===== config.mk =====
export PLATFORM = sky130hd
export DESIGN_NAME = flight_phase_detector_top
export DESIGN_NICKNAME = d
export VERILOG_FILES = /design/src/fpd_pkg.sv /design/src/flight_phase_detector_top.sv /design/src/fpd_cfg.sv /design/src/fpd_mag.sv /design/src/fpd_track.sv
export SDC_FILE = /design/constraint.sdc
export NUM_CORES = 2
export LEC_CHECK = 0
export BUFFER_PORTS_ARGS = -buffer_cell sky130_fd_sc_hd__buf_2
export CAP_MARGIN = 20
export CORE_MARGIN = 1.5
export CORE_UTILIZATION = 35
export DETAILED_ROUTE_END_ITERATION = 10
export SYNTH_ARGS = -nofsm -noshare
export SYNTH_HDL_FRONTEND = slang
export SYNTH_SLANG_ARGS = --single-unit

===== constraint.sdc =====
create_clock -name clk -period 10.3 [get_ports clk]
set_input_delay 0.515 -clock clk [delete_from_list [all_inputs] [get_ports clk]]
set_output_delay 0.515 -clock clk [all_outputs]
set_load 0.005 [all_outputs]

===== src/fpd_pkg.sv =====
package fpd_pkg;

	// nominal 1 g in accelerometer units
	localparam int unsigned ONE_G = 2048;

	// field and datapath widths
	localparam int unsigned ACC_W  = 16;
	localparam int unsigned ALT_W  = 24;
	localparam int unsigned TIME_W = 32;
	localparam int unsigned CFG_W  = 16;
	localparam int unsigned SQ_W   = 31;   // square of a 16-bit signed value
	localparam int unsigned MAG_W  = 32;   // sum of three squares
	localparam int unsigned BND_W  = 17;   // ONE_G plus or minus tolerance
	localparam int unsigned BSQ_W  = 34;   // square of a bound

	// stream and register port widths
	localparam int unsigned S_DATA_W = 112;
	localparam int unsigned M_DATA_W = 8;
	localparam int unsigned ADDR_W   = 4;
	localparam int unsigned PDATA_W  = 32;

	// register indexes
	typedef enum logic [1:0] {
		REG_LAUNCH_THRESHOLD  = 2'd0,
		REG_APOGEE_DELAY      = 2'd1,
		REG_LANDING_TOLERANCE = 2'd2,
		REG_LANDING_HOLD      = 2'd3
	} fpd_reg_t;

	// register reset values
	localparam logic [CFG_W-1:0] RST_LAUNCH_THRESHOLD  = 16'd6144;
	localparam logic [CFG_W-1:0] RST_APOGEE_DELAY      = 16'd1000;
	localparam logic [CFG_W-1:0] RST_LANDING_TOLERANCE = 16'd205;
	localparam logic [CFG_W-1:0] RST_LANDING_HOLD      = 16'd5000;

	// external phase codes
	localparam logic [2:0] CODE_STANDBY = 3'd0;
	localparam logic [2:0] CODE_ARMED   = 3'd1;
	localparam logic [2:0] CODE_FLIGHT  = 3'd2;
	localparam logic [2:0] CODE_APOGEE  = 3'd3;
	localparam logic [2:0] CODE_DESCENT = 3'd4;
	localparam logic [2:0] CODE_GROUND  = 3'd5;

	// one-hot phase state
	typedef enum logic [5:0] {
		PH_STANDBY = 6'b000001,
		PH_ARMED   = 6'b000010,
		PH_FLIGHT  = 6'b000100,
		PH_APOGEE  = 6'b001000,
		PH_DESCENT = 6'b010000,
		PH_GROUND  = 6'b100000
	} fpd_phase_t;

	// input request as taken from the stream
	typedef struct packed {
		logic                     action;
		logic [2:0]               new_phase;
		logic signed [ACC_W-1:0]  accel_x;
		logic signed [ACC_W-1:0]  accel_y;
		logic signed [ACC_W-1:0]  accel_z;
		logic signed [ALT_W-1:0]  altitude_cm;
		logic [TIME_W-1:0]        now_ms;
	} fpd_in_t;

	// squared thresholds derived from the registers
	typedef struct packed {
		logic [MAG_W-1:0] launch_sq;
		logic [BSQ_W-1:0] hi_sq;
		logic [BSQ_W-1:0] lo_sq;
		logic             lo_en;
	} fpd_thr_t;

	// timing registers for the phase tracker
	typedef struct packed {
		logic [CFG_W-1:0] apogee_delay;
		logic [CFG_W-1:0] landing_hold;
	} fpd_tim_t;

	// classified request handed to the phase tracker
	typedef struct packed {
		logic                     action;
		logic [2:0]               new_phase;
		logic signed [ALT_W-1:0]  altitude_cm;
		logic [TIME_W-1:0]        now_ms;
		logic                     launch_hit;
		logic                     near_one_g;
	} fpd_cls_t;

	// binary phase code to one-hot state
	function automatic fpd_phase_t phase_decode(input logic [2:0] code);
		fpd_phase_t ph;
		case (code)
			CODE_STANDBY: ph = PH_STANDBY;
			CODE_ARMED:   ph = PH_ARMED;
			CODE_FLIGHT:  ph = PH_FLIGHT;
			CODE_APOGEE:  ph = PH_APOGEE;
			CODE_DESCENT: ph = PH_DESCENT;
			CODE_GROUND:  ph = PH_GROUND;
			default:      ph = PH_STANDBY;
		endcase
		return ph;
	endfunction

	// one-hot state to binary phase code
	function automatic logic [2:0] phase_encode(input fpd_phase_t ph);
		logic [2:0] code;
		case (ph)
			PH_STANDBY: code = CODE_STANDBY;
			PH_ARMED:   code = CODE_ARMED;
			PH_FLIGHT:  code = CODE_FLIGHT;
			PH_APOGEE:  code = CODE_APOGEE;
			PH_DESCENT: code = CODE_DESCENT;
			PH_GROUND:  code = CODE_GROUND;
			default:    code = CODE_STANDBY;
		endcase
		return code;
	endfunction

endpackage


===== src/flight_phase_detector_top.sv =====
// flight phase detector
// slave stream takes one request per accepted beat: s_tuser is the action
// (0 sensor sample, 1 forced phase write), s_tdata carries the forced phase,
// the three acceleration axes, the altitude and the millisecond timestamp.
// master stream returns one result per request: the phase after that request
// and the apogee-seen flag, in request order.
// thresholds are set through the register port; write them only while no
// request is in flight.
// from input acceptance to m_tvalid, the request lands in the input register at
// acceptance, then passes the axis-square and magnitude-compare registers before
// the phase update writes the result register that drives m_tvalid.
// throughput is one request per cycle while m_tready keeps the result register
// draining, set by the phase update that closes the loop on the tracker state.
// each stage holds its request when the next is full, so a stalled receiver
// fills the pipeline and then drops s_tready; up to four requests are held.
// reset clears the phase to standby, drops all latches and timers, empties
// the pipeline and restores the register defaults.
module flight_phase_detector_top (
	input  logic                          clk,
	input  logic                          arst_n,
	// new_phase, accel_x, accel_y, accel_z, altitude_cm, now_ms, zero pad
	input  logic [fpd_pkg::S_DATA_W-1:0]  s_tdata,
	// action
	input  logic                          s_tuser,
	input  logic                          s_tvalid,
	output logic                          s_tready,
	// phase, apogee_seen, zero pad
	output logic [fpd_pkg::M_DATA_W-1:0]  m_tdata,
	output logic                          m_tvalid,
	input  logic                          m_tready,
	input  logic                          psel,
	input  logic                          penable,
	input  logic                          pwrite,
	input  logic [fpd_pkg::ADDR_W-1:0]    paddr,
	input  logic [fpd_pkg::PDATA_W-1:0]   pwdata,
	output logic [fpd_pkg::PDATA_W-1:0]   prdata,
	output logic                          pready
);
	import fpd_pkg::*;

	fpd_in_t    in_item;
	fpd_thr_t   thr;
	fpd_tim_t   tim;
	logic       cls_valid;
	logic       cls_ready;
	fpd_cls_t   cls_item;
	logic [2:0] out_phase;
	logic       out_apogee_seen;

	// unpack the request
	assign in_item.action      = s_tuser;
	assign in_item.new_phase   = s_tdata[2:0];
	assign in_item.accel_x     = s_tdata[18:3];
	assign in_item.accel_y     = s_tdata[34:19];
	assign in_item.accel_z     = s_tdata[50:35];
	assign in_item.altitude_cm = s_tdata[74:51];
	assign in_item.now_ms      = s_tdata[106:75];

	fpd_cfg u_cfg (
		.clk     (clk),
		.arst_n  (arst_n),
		.psel    (psel),
		.penable (penable),
		.pwrite  (pwrite),
		.paddr   (paddr),
		.pwdata  (pwdata),
		.prdata  (prdata),
		.pready  (pready),
		.thr     (thr),
		.tim     (tim)
	);

	fpd_mag u_mag (
		.clk       (clk),
		.arst_n    (arst_n),
		.in_valid  (s_tvalid),
		.in_ready  (s_tready),
		.in_item   (in_item),
		.thr       (thr),
		.cls_valid (cls_valid),
		.cls_ready (cls_ready),
		.cls_item  (cls_item)
	);

	fpd_track u_track (
		.clk             (clk),
		.arst_n          (arst_n),
		.cls_valid       (cls_valid),
		.cls_ready       (cls_ready),
		.cls_item        (cls_item),
		.tim             (tim),
		.out_valid       (m_tvalid),
		.out_ready       (m_tready),
		.out_phase       (out_phase),
		.out_apogee_seen (out_apogee_seen)
	);

	// pack the result
	assign m_tdata = {4'b0000, out_apogee_seen, out_phase};

endmodule


===== src/fpd_cfg.sv =====
module fpd_cfg (
	input  logic                          clk,
	input  logic                          arst_n,
	input  logic                          psel,
	input  logic                          penable,
	input  logic                          pwrite,
	input  logic [fpd_pkg::ADDR_W-1:0]    paddr,
	input  logic [fpd_pkg::PDATA_W-1:0]   pwdata,
	output logic [fpd_pkg::PDATA_W-1:0]   prdata,
	output logic                          pready,
	output fpd_pkg::fpd_thr_t             thr,
	output fpd_pkg::fpd_tim_t             tim
);
	import fpd_pkg::*;

	logic [CFG_W-1:0] launch_threshold_q;
	logic [CFG_W-1:0] apogee_delay_q;
	logic [CFG_W-1:0] landing_tolerance_q;
	logic [CFG_W-1:0] landing_hold_q;
	fpd_reg_t         reg_idx;
	logic             wr_en;
	logic [BND_W-1:0] hi_bound;
	logic [BND_W-1:0] lo_bound;
	fpd_thr_t         thr_q;

	assign pready  = 1'b1;
	assign reg_idx = fpd_reg_t'(paddr[ADDR_W-1:2]);
	assign wr_en   = psel & penable & pwrite & pready;

	// register writes
	always_ff @(posedge clk or negedge arst_n) begin
		if (!arst_n) begin
			launch_threshold_q  <= RST_LAUNCH_THRESHOLD;
			apogee_delay_q      <= RST_APOGEE_DELAY;
			landing_tolerance_q <= RST_LANDING_TOLERANCE;
			landing_hold_q      <= RST_LANDING_HOLD;
		end else if (wr_en) begin
			case (reg_idx)
				REG_LAUNCH_THRESHOLD:  launch_threshold_q  <= pwdata[CFG_W-1:0];
				REG_APOGEE_DELAY:      apogee_delay_q      <= pwdata[CFG_W-1:0];
				REG_LANDING_TOLERANCE: landing_tolerance_q <= pwdata[CFG_W-1:0];
				REG_LANDING_HOLD:      landing_hold_q      <= pwdata[CFG_W-1:0];
				default: ;
			endcase
		end
	end

	// register reads
	always_comb begin
		case (reg_idx)
			REG_LAUNCH_THRESHOLD:  prdata = PDATA_W'(launch_threshold_q);
			REG_APOGEE_DELAY:      prdata = PDATA_W'(apogee_delay_q);
			REG_LANDING_TOLERANCE: prdata = PDATA_W'(landing_tolerance_q);
			REG_LANDING_HOLD:      prdata = PDATA_W'(landing_hold_q);
			default:               prdata = '0;
		endcase
	end

	// bounds around 1 g
	assign hi_bound = BND_W'(ONE_G) + BND_W'(landing_tolerance_q);
	assign lo_bound = BND_W'(ONE_G) - BND_W'(landing_tolerance_q);

	// squared thresholds, recomputed every cycle from the registers
	always_ff @(posedge clk) begin
		thr_q.launch_sq <= MAG_W'(launch_threshold_q) * MAG_W'(launch_threshold_q);
		thr_q.hi_sq     <= BSQ_W'(hi_bound) * BSQ_W'(hi_bound);
		thr_q.lo_sq     <= BSQ_W'(lo_bound) * BSQ_W'(lo_bound);
		thr_q.lo_en     <= (BND_W'(landing_tolerance_q) <= BND_W'(ONE_G));
	end

	assign thr              = thr_q;
	assign tim.apogee_delay = apogee_delay_q;
	assign tim.landing_hold = landing_hold_q;

endmodule


===== src/fpd_mag.sv =====
module fpd_mag (
	input  logic               clk,
	input  logic               arst_n,
	input  logic               in_valid,
	output logic               in_ready,
	input  fpd_pkg::fpd_in_t   in_item,
	input  fpd_pkg::fpd_thr_t  thr,
	output logic               cls_valid,
	input  logic               cls_ready,
	output fpd_pkg::fpd_cls_t  cls_item
);
	import fpd_pkg::*;

	logic                 valid_s1, valid_s2, valid_s3;
	logic                 ready_s1, ready_s2, ready_s3;
	fpd_in_t              item_s1;
	fpd_in_t              item_s2;
	logic [SQ_W-1:0]      sq_x_s2, sq_y_s2, sq_z_s2;
	logic signed [2*ACC_W-1:0] prod_x, prod_y, prod_z;
	logic [MAG_W-1:0]     mag_sq;
	fpd_cls_t             cls_s3;

	// per-stage ready so bubbles collapse
	assign ready_s3 = !valid_s3 || cls_ready;
	assign ready_s2 = !valid_s2 || ready_s3;
	assign ready_s1 = !valid_s1 || ready_s2;
	assign in_ready = ready_s1;

	// stage valid bits
	always_ff @(posedge clk or negedge arst_n) begin
		if (!arst_n) begin
			valid_s1 <= 1'b0;
			valid_s2 <= 1'b0;
			valid_s3 <= 1'b0;
		end else begin
			if (ready_s1) valid_s1 <= in_valid;
			if (ready_s2) valid_s2 <= valid_s1;
			if (ready_s3) valid_s3 <= valid_s2;
		end
	end

	// input register
	always_ff @(posedge clk) begin
		if (ready_s1 && in_valid) item_s1 <= in_item;
	end

	// axis squares
	assign prod_x = (2*ACC_W)'(item_s1.accel_x) * (2*ACC_W)'(item_s1.accel_x);
	assign prod_y = (2*ACC_W)'(item_s1.accel_y) * (2*ACC_W)'(item_s1.accel_y);
	assign prod_z = (2*ACC_W)'(item_s1.accel_z) * (2*ACC_W)'(item_s1.accel_z);

	always_ff @(posedge clk) begin
		if (ready_s2 && valid_s1) begin
			item_s2 <= item_s1;
			sq_x_s2 <= prod_x[SQ_W-1:0];
			sq_y_s2 <= prod_y[SQ_W-1:0];
			sq_z_s2 <= prod_z[SQ_W-1:0];
		end
	end

	// magnitude and threshold compares
	assign mag_sq = MAG_W'(sq_x_s2) + MAG_W'(sq_y_s2) + MAG_W'(sq_z_s2);

	always_ff @(posedge clk) begin
		if (ready_s3 && valid_s2) begin
			cls_s3.action      <= item_s2.action;
			cls_s3.new_phase   <= item_s2.new_phase;
			cls_s3.altitude_cm <= item_s2.altitude_cm;
			cls_s3.now_ms      <= item_s2.now_ms;
			cls_s3.launch_hit  <= (mag_sq > thr.launch_sq);
			cls_s3.near_one_g  <= (BSQ_W'(mag_sq) < thr.hi_sq) &&
				(!thr.lo_en || (BSQ_W'(mag_sq) > thr.lo_sq));
		end
	end

	assign cls_valid = valid_s3;
	assign cls_item  = cls_s3;

endmodule


===== src/fpd_track.sv =====
module fpd_track (
	input  logic               clk,
	input  logic               arst_n,
	input  logic               cls_valid,
	output logic               cls_ready,
	input  fpd_pkg::fpd_cls_t  cls_item,
	input  fpd_pkg::fpd_tim_t  tim,
	output logic               out_valid,
	input  logic               out_ready,
	output logic [2:0]         out_phase,
	output logic               out_apogee_seen
);
	import fpd_pkg::*;

	fpd_phase_t               phase_q, phase_nx;
	logic signed [ALT_W-1:0]  last_alt_q;
	logic                     alt_valid_q;
	logic                     apo_latched_q, apo_latched_nx;
	logic [TIME_W-1:0]        apo_time_q, apo_time_nx;
	logic                     stable_active_q, stable_active_nx;
	logic [TIME_W-1:0]        stable_start_q, stable_start_nx;
	logic signed [ALT_W-1:0]  prev_alt;
	logic                     alt_drop;
	logic [TIME_W-1:0]        since_apo;
	logic [TIME_W-1:0]        since_stable;
	logic                     apo_elapsed;
	logic                     hold_elapsed;
	logic                     take;
	logic                     out_valid_q;
	logic [2:0]               out_phase_q;
	logic                     out_apogee_q;

	assign cls_ready = !out_valid_q || out_ready;
	assign take      = cls_valid && cls_ready;

	// altitude drop and elapsed-time tests
	assign prev_alt     = alt_valid_q ? last_alt_q : cls_item.altitude_cm;
	assign alt_drop     = (cls_item.altitude_cm < prev_alt) && !apo_latched_q;
	assign since_apo    = cls_item.now_ms - apo_time_q;
	assign apo_elapsed  = since_apo > TIME_W'(tim.apogee_delay);
	assign since_stable = stable_active_q ? (cls_item.now_ms - stable_start_q) : '0;
	assign hold_elapsed = since_stable > TIME_W'(tim.landing_hold);

	// next phase and latches
	always_comb begin
		phase_nx         = phase_q;
		apo_latched_nx   = apo_latched_q;
		apo_time_nx      = apo_time_q;
		stable_active_nx = stable_active_q;
		stable_start_nx  = stable_start_q;
		if (cls_item.action) begin
			if (cls_item.new_phase inside {[CODE_STANDBY:CODE_GROUND]})
				phase_nx = phase_decode(cls_item.new_phase);
		end else begin
			case (phase_q)
				PH_ARMED: begin
					if (cls_item.launch_hit) phase_nx = PH_FLIGHT;
				end
				PH_FLIGHT: begin
					if (alt_drop) begin
						apo_latched_nx = 1'b1;
						apo_time_nx    = cls_item.now_ms;
					end
					// a drop on this sample gives zero elapsed time
					if (apo_latched_q && apo_elapsed) phase_nx = PH_APOGEE;
				end
				PH_APOGEE: begin
					if (apo_elapsed) phase_nx = PH_DESCENT;
				end
				PH_DESCENT: begin
					if (cls_item.near_one_g) begin
						if (!stable_active_q) begin
							stable_active_nx = 1'b1;
							stable_start_nx  = cls_item.now_ms;
						end
						if (hold_elapsed) phase_nx = PH_GROUND;
					end else begin
						stable_active_nx = 1'b0;
					end
				end
				default: ;
			endcase
		end
	end

	// tracker state
	always_ff @(posedge clk or negedge arst_n) begin
		if (!arst_n) begin
			phase_q         <= PH_STANDBY;
			last_alt_q      <= '0;
			alt_valid_q     <= 1'b0;
			apo_latched_q   <= 1'b0;
			apo_time_q      <= '0;
			stable_active_q <= 1'b0;
			stable_start_q  <= '0;
		end else if (take) begin
			phase_q         <= phase_nx;
			apo_latched_q   <= apo_latched_nx;
			apo_time_q      <= apo_time_nx;
			stable_active_q <= stable_active_nx;
			stable_start_q  <= stable_start_nx;
			if (!cls_item.action && phase_q == PH_FLIGHT) begin
				last_alt_q  <= cls_item.altitude_cm;
				alt_valid_q <= 1'b1;
			end
		end
	end

	// result register
	always_ff @(posedge clk or negedge arst_n) begin
		if (!arst_n) begin
			out_valid_q <= 1'b0;
		end else if (cls_ready) begin
			out_valid_q <= cls_valid;
		end
	end

	always_ff @(posedge clk) begin
		if (take) begin
			out_phase_q  <= phase_encode(phase_nx);
			out_apogee_q <= apo_latched_nx;
		end
	end

	assign out_valid       = out_valid_q;
	assign out_phase       = out_phase_q;
	assign out_apogee_seen = out_apogee_q;

endmodule

; Word level (Yosys, flattened, before mapping)
; Cells that the tools add are included.
; Widths: inputs -> output; s select.
[classes]
magnitude_cmp = 9
add_sub_neg = 6
reduce_logical = 30
mux = 17
bitwise = 4
n_eq_ne = 17
multipliers = 6
[op_table]
columns = operator, n
row1 = $pmux 32 s4, 1
row2 = $mul 16x16->31, 3
row3 = $mul 17x17->34, 2
row4 = $gt 32x16->1, 2
row5 = $sub 32x32->32, 2
row6 = $mux 6, 7
row7 = $gt 32x34->1, 1
row8 = $lt 32x34->1, 1
row9 = $add 31x31->32, 1
row10 = $add 32x31->32, 1
row11 = $gt 32x32->1, 1
row12 = $mul 16x16->32, 1
row13 = $mux 32, 1
row14 = $pmux 6 s5, 1
row15 = $lt 24x24->1, 1
row16 = $mux 24, 1
row17 = $pmux 6 s4, 1
row18 = $add 12x16->17 const A, 1
row19 = $sub 12x16->17 const A, 1
row20 = $le 16x12->1 const B, 1
row21 = $pmux 3 s5, 1
row22 = $eq 6x2->1 const B, 2
row23 = $eq 6x3->1 const B, 2
row24 = $eq 6x4->1 const B, 2
row25 = other kinds (20), 51
[word_totals]
out_inout_bits = 43
input_bits = 156
elab_cells = 130
ff_bits = 593

; Logic depth before layout (Yosys ltp)
[depth]
word_depth = 9
mapped_depth = 39
mapped_depth_nobuf = 36

; Hierarchy
; Synthesis repeated with hierarchy kept, for this count alone.
[unflattened]
hier_cells = 7863
hier_area_um2 = 78530.3
[modules_own_cells]
columns = mod, area_each_um2, n_inst, cells_per_inst
row1 = fpd_mag, 40048.4, 1, 3749
row2 = fpd_cfg, 28493.6, 1, 2952
row3 = fpd_track, 9947.0, 1, 1156
row4 = flight_phase_detector_top, 41.3, 1, 6

; Least setup slack after synthesis
; Ideal clock, no wire load.
[synth_timing]
path_type = flip-flop to flip-flop
start = reg u_cfg.landing_tolerance_q[0]
end = reg u_cfg.thr_q (netlist bit u_cfg.thr[33])
setup_time_ps = 72
setup_slack_ps = 2175
path_stages_with_launch = 36
t_arrival_ps = 8053
path_cell_list = dfstp_2 > inv_1 > clkbuf_1 > ha_1 > nand3_1 > nor2_1 > nand2_1 > nand2_1 > xnor2_1 > clkinv_1 > nand2_1 > inv_1 > fa_1 > fa_1 > inv_1 > fa_1 > inv_1 > fa_1 > fa_1 > inv_1 > fa_1 > inv_1 > ha_1 > clkbuf_1 > a21o_1 > a21o_1 > a21o_1 > a21o_1 > nand2_1 > nand2_1 > or4_1 > nand2_1 > o21ai_0 > a211o_1 > a21oi_1 > xnor2_1
[synth_via]
elab_chain_len = 2
[synth_lines]
columns = element, line_no
row1 = from (decl), fpd_cfg.sv:18  ; logic [CFG_W-1:0] landing_tolerance_q;
row2 = from (signal assigned), fpd_cfg.sv:41  ; REG_LANDING_TOLERANCE: landing_tolerance_q <= pwdata[CFG_W-1:0];
row3 = $sub 12x16->17, fpd_cfg.sv:61  ; assign lo_bound = BND_W'(ONE_G) - BND_W'(landing_tolerance_q);
row4 = $mul 17x17->34, fpd_cfg.sv:67  ; thr_q.lo_sq <= BSQ_W'(lo_bound) * BSQ_W'(lo_bound);
row5 = to (decl), fpd_cfg.sv:24  ; fpd_thr_t thr_q;
; No other way between the ends.
; A chain may end at the register's enable or synchronous reset.

; Final worst setup path
[layout_timing]
start = reg u_cfg.landing_tolerance_q[2]
end = reg u_cfg.thr_q (netlist bit u_cfg.thr[33])
; The elaborated chain is that of the path after synthesis.

==> flow_summary_export.csv <==
group,metric,value,unit
outcome,outcome,"complete, no violations",
worst_setup_path,timing.critical_path.max_delay_family,"adder cells",
die,ports_placed_on_the_boundary,199,
yosys,synthCells,7659,
placement,routabilityCongestion,0.922,
worst_setup_path,worst-endpoint-arrival,9.56,ns
worst_setup_path,timing.critical_path.buf_inv,7,
cells_and_area,num-fill-cells,21200,
clock_network,clock_sinks,585,
die,die_height,472,µm
yosys,synthesis.yosys.warnings,0,
clock_network,clk_root_buffer_cell,"sky130_fd_sc_hd__clkbuf_16",
route,drtIter0Drc,2975,
cells_and_area,drive_gt1_share,6.65,%
route,detail-route-antenna-nets,0,
worst_hold_path,min-delay-path-class,"input port to flop",
sta,timing_max_transition_violations_final,0,
route,post_drt_wl_per_cell,17.1,µm
grt,maximum_number_of_pins_on_one_net_before_global_route_repair,100,
sta,finalHoldViolCount,0,
clock_network,cts.clk_slew.worst_paths,0.07,ns
cells_and_area,final_cell_count_no_fill,10800,
yosys,postSynth.asyncResetShare,28.2,%
route,final_routed_wirelength,185000,µm
grt,grt_use_total,17.0,%
die,die_w,472,µm
yosys,synth_enable_flop_cells,324,
flow_run,cap_viol_max_count,0,
sta,min_period,8.94,ns
sta,worstMarginPinSlew,1.01,ns
yosys,synthesis.area,76800,µm²
clock_network,clock_tree_from_tritoncts,"done",
grt,grt_pass1_wl,300000,µm
sta,highest_clock_frequency_the_design_can_meet,112,MHz
worst_setup_path,setup.worst_path.start_class,"flop",
clock_network,max-clock-path-buffers,3,
sta,grt_setup_unrepaired,"false",
worst_setup_path,timing.critical_path.required,10.92,ns
clock_network,clk_latency,0.68,ns
clock_network,cts_max_level,3,
clock_network,clock_buffers_created_by_tritoncts,71,
cells_and_area,leading_cell_types_in_the_layout_fill_and_taps_excluded,"sky130_fd_sc_hd__inv_1, sky130_fd_sc_hd__fa_1, sky130_fd_sc_hd__ha_1",
worst_setup_path,crit_path_top_delay_cell,"sky130_fd_sc_hd__dfstp_2",
yosys,synth_seq_cells,585,
worst_setup_path,critPathMaxStageDelay,0.55,ns
route,total_via_count_after_detailed_routing,51700,
worst_setup_path,worstSetupPathType,"flop to flop",
sta,min_period_over_period,86.8,%
placement,buffer_ports.inserted,154,
sta,finalSetupTns,0,ns
cells_and_area,layout.cells.most_common,"sky130_fd_sc_hd__inv_1",
worst_setup_path,critical-path-top-cell-by-count,"sky130_fd_sc_hd__nand2_1",
die,num_rows,171,
sta,report.final.setup_viol,0,
die,initial_utilization,35.3,%
yosys,synth_top_flop_cell,"sky130_fd_sc_hd__edfxtp_1",
placement,dp.cells,10600,
sta,relative_slew_slack,32.3,%
route,detail_route.drc_violations,0,
yosys,synth.yosys.seq_area_share,20.6,%
yosys,synth_area_per_cell,10.0,µm²
grt,grt_antenna_before_repair,15,
cells_and_area,nets_finish,10100,
grt,grt.overflow.total,0,
yosys,synthDistinctLibCells,87,
worst_setup_path,setup.worst_path.end_class,"flop",
cells_and_area,area_delta_synth_final,9.57,%
route,drt-pass1-iter-count,5,
route,route.detailed.vias_per_inst,4.80,
die,core_area,218000,µm²
worst_setup_path,worstPathMaxFanout,20,
die,die-area,222000,µm²
sta,timing.clock.skew,0.0685,ns
grt,grt_pass1_vias,56200,
placement,dp.final_hpwl,151000,µm
-- stage by stage --
stage | instance area (µm²) | hold slack (ns) | util [%] | setup WS [ns]
6_report | 84200 | 0.0564 | 38.7 | 1.36
5_1_grt | 84200 | 0.00857 | 38.7 | 0.688
4_1_cts | 84200 | 0.000330 | 38.7 | 1.36
3_5_place_dp | 80900 | 0.405 | 37.2 | 1.38
3_3_place_gp | 80900 | 0.403 | 37.2 | 1.14
2_1_floorplan | 76900 | 0.219 | - | 2.17
-- synthesized netlist by cell type (all sizes together) (22+ instances only) --
master | n | area share, %
and2 | 252 | 2.1
and3 | 29 | 0.24
a211oi | 25 | 0.24
dfrtp | 146 | 4.8
edfxtp | 324 | 13
nor2b | 60 | 0.49
nor2 | 328 | 1.6
a21oi | 241 | 1.6
xnor2 | 224 | 2.6
fa | 1280 | 33
mux2 | 118 | 1.7
o211ai | 22 | 0.21
mux2i | 34 | 0.44
o21ai | 176 | 1.1
inv | 1939 | 9.5
a21o | 115 | 1.1
a31oi | 28 | 0.23
nand3 | 67 | 0.44
clkbuf | 157 | 0.77
ha | 799 | 13
o21a | 30 | 0.29
xor2 | 87 | 0.99
buf | 29 | 0.26
dfxtp | 96 | 2.5
o21bai | 33 | 0.32
nand4 | 40 | 0.33
nand2 | 600 | 2.9
nor3 | 64 | 0.42
nand2b | 78 | 0.64
-- registers in the layout, indices dropped and copies added, names as in the netlist, 3 cells and up --
register	flops
u_cfg.apogee_delay_q	16
u_cfg.landing_hold_q	16
u_cfg.landing_tolerance_q	16
u_cfg.launch_threshold_q	16
u_cfg.thr	96
u_mag.cls_item	62
u_mag.item_s1	108
u_mag.item_s2	60
u_mag.sq_x_s2	30
u_mag.sq_y_s2	30
u_mag.sq_z_s2	30
u_track.apo_time_q	32
u_track.last_alt_q	24
u_track.out_phase	3
u_track.phase_q	6
u_track.stable_start_q	32
-- final cells by class --
class | count | area (µm²) | area share, %
timing repair buffer | 294 | 2040 | 2.42
multi-input combinational | 4964 | 53100 | 63.0
antenna | 4 | 10.0 | 0.0119
inverter | 1948 | 7310 | 8.68
clock buffer | 81 | 1870 | 2.22
clock inverter | 51 | 519 | 0.617
tap | 2854 | 3570 | 4.24
sequential | 585 | 15800 | 18.8
-- layer usage --
layer  share of wire, %  GRT usage, %  wire length, µm
met1                 43          21.9            78700
met4                3.0          4.98             5600
met5                  0             0                0
met2                 50          29.8            92500
met3                4.2          1.95             7810
-- cell families (layout without fill, tap and decap cells) --
| kind of cell | after synthesis | in the layout | synth area share [%] |
|---|---|---|---|
| DFF | 585 | 585 | 20.6 |
| AOI/OAI and AO/OA | 774 | 774 | 6.36 |
| and+or+nand+nor | 1606 | 1606 | 9.97 |
| adders and majority gates | 2079 | 2079 | 46.4 |
| buffers and inverters | 2134 | 2374 | 10.5 |
| xor gates and xnor gates | 311 | 311 | 3.54 |
| muxes | 168 | 168 | 2.64 |
| other | 2 | 30 | 0.00977 |
-- path summary, 6_finish.rpt --
check | slack (ns) | depth (start not counted) | from | to
setup / recovery | 1.36 | 35 | u_cfg.landing_tolerance_q[2]$_DFFE_PN1P_ | u_cfg.thr[33]$_DFF_P_
hold / removal | 0.06 | 1 | s_tdata[68] | u_mag.item_s1[49]$_DFFE_PP_
setup reg to reg | 1.36 | 35 | u_cfg.landing_tolerance_q[2]$_DFFE_PN1P_ | u_cfg.thr[33]$_DFF_P_
hold reg to reg | 0.40 | 0 | u_mag.item_s2[47]$_DFFE_PP_ | u_mag.cls_item[49]$_DFFE_PP_
max in group asynchronous | 8.17 | 3 | arst_n | u_cfg.launch_threshold_q[1]$_DFFE_PN0P_
min in group asynchronous | 0.57 | 2 | arst_n | u_track.phase_q[1]$_DFFE_PN0P_
-- repair_timing --
item | in CTS | in global routing
hold buffers | 85 | 0
setup buffers | 0 | 0
endpoints found under the setup margin | 0 | 0
gates resized for setup | 0 | 0
endpoints found under the hold margin | 171 | 0
Power is not shown: default switching activity piles up to over one toggle a cycle in this logic, so the estimate is an artifact.
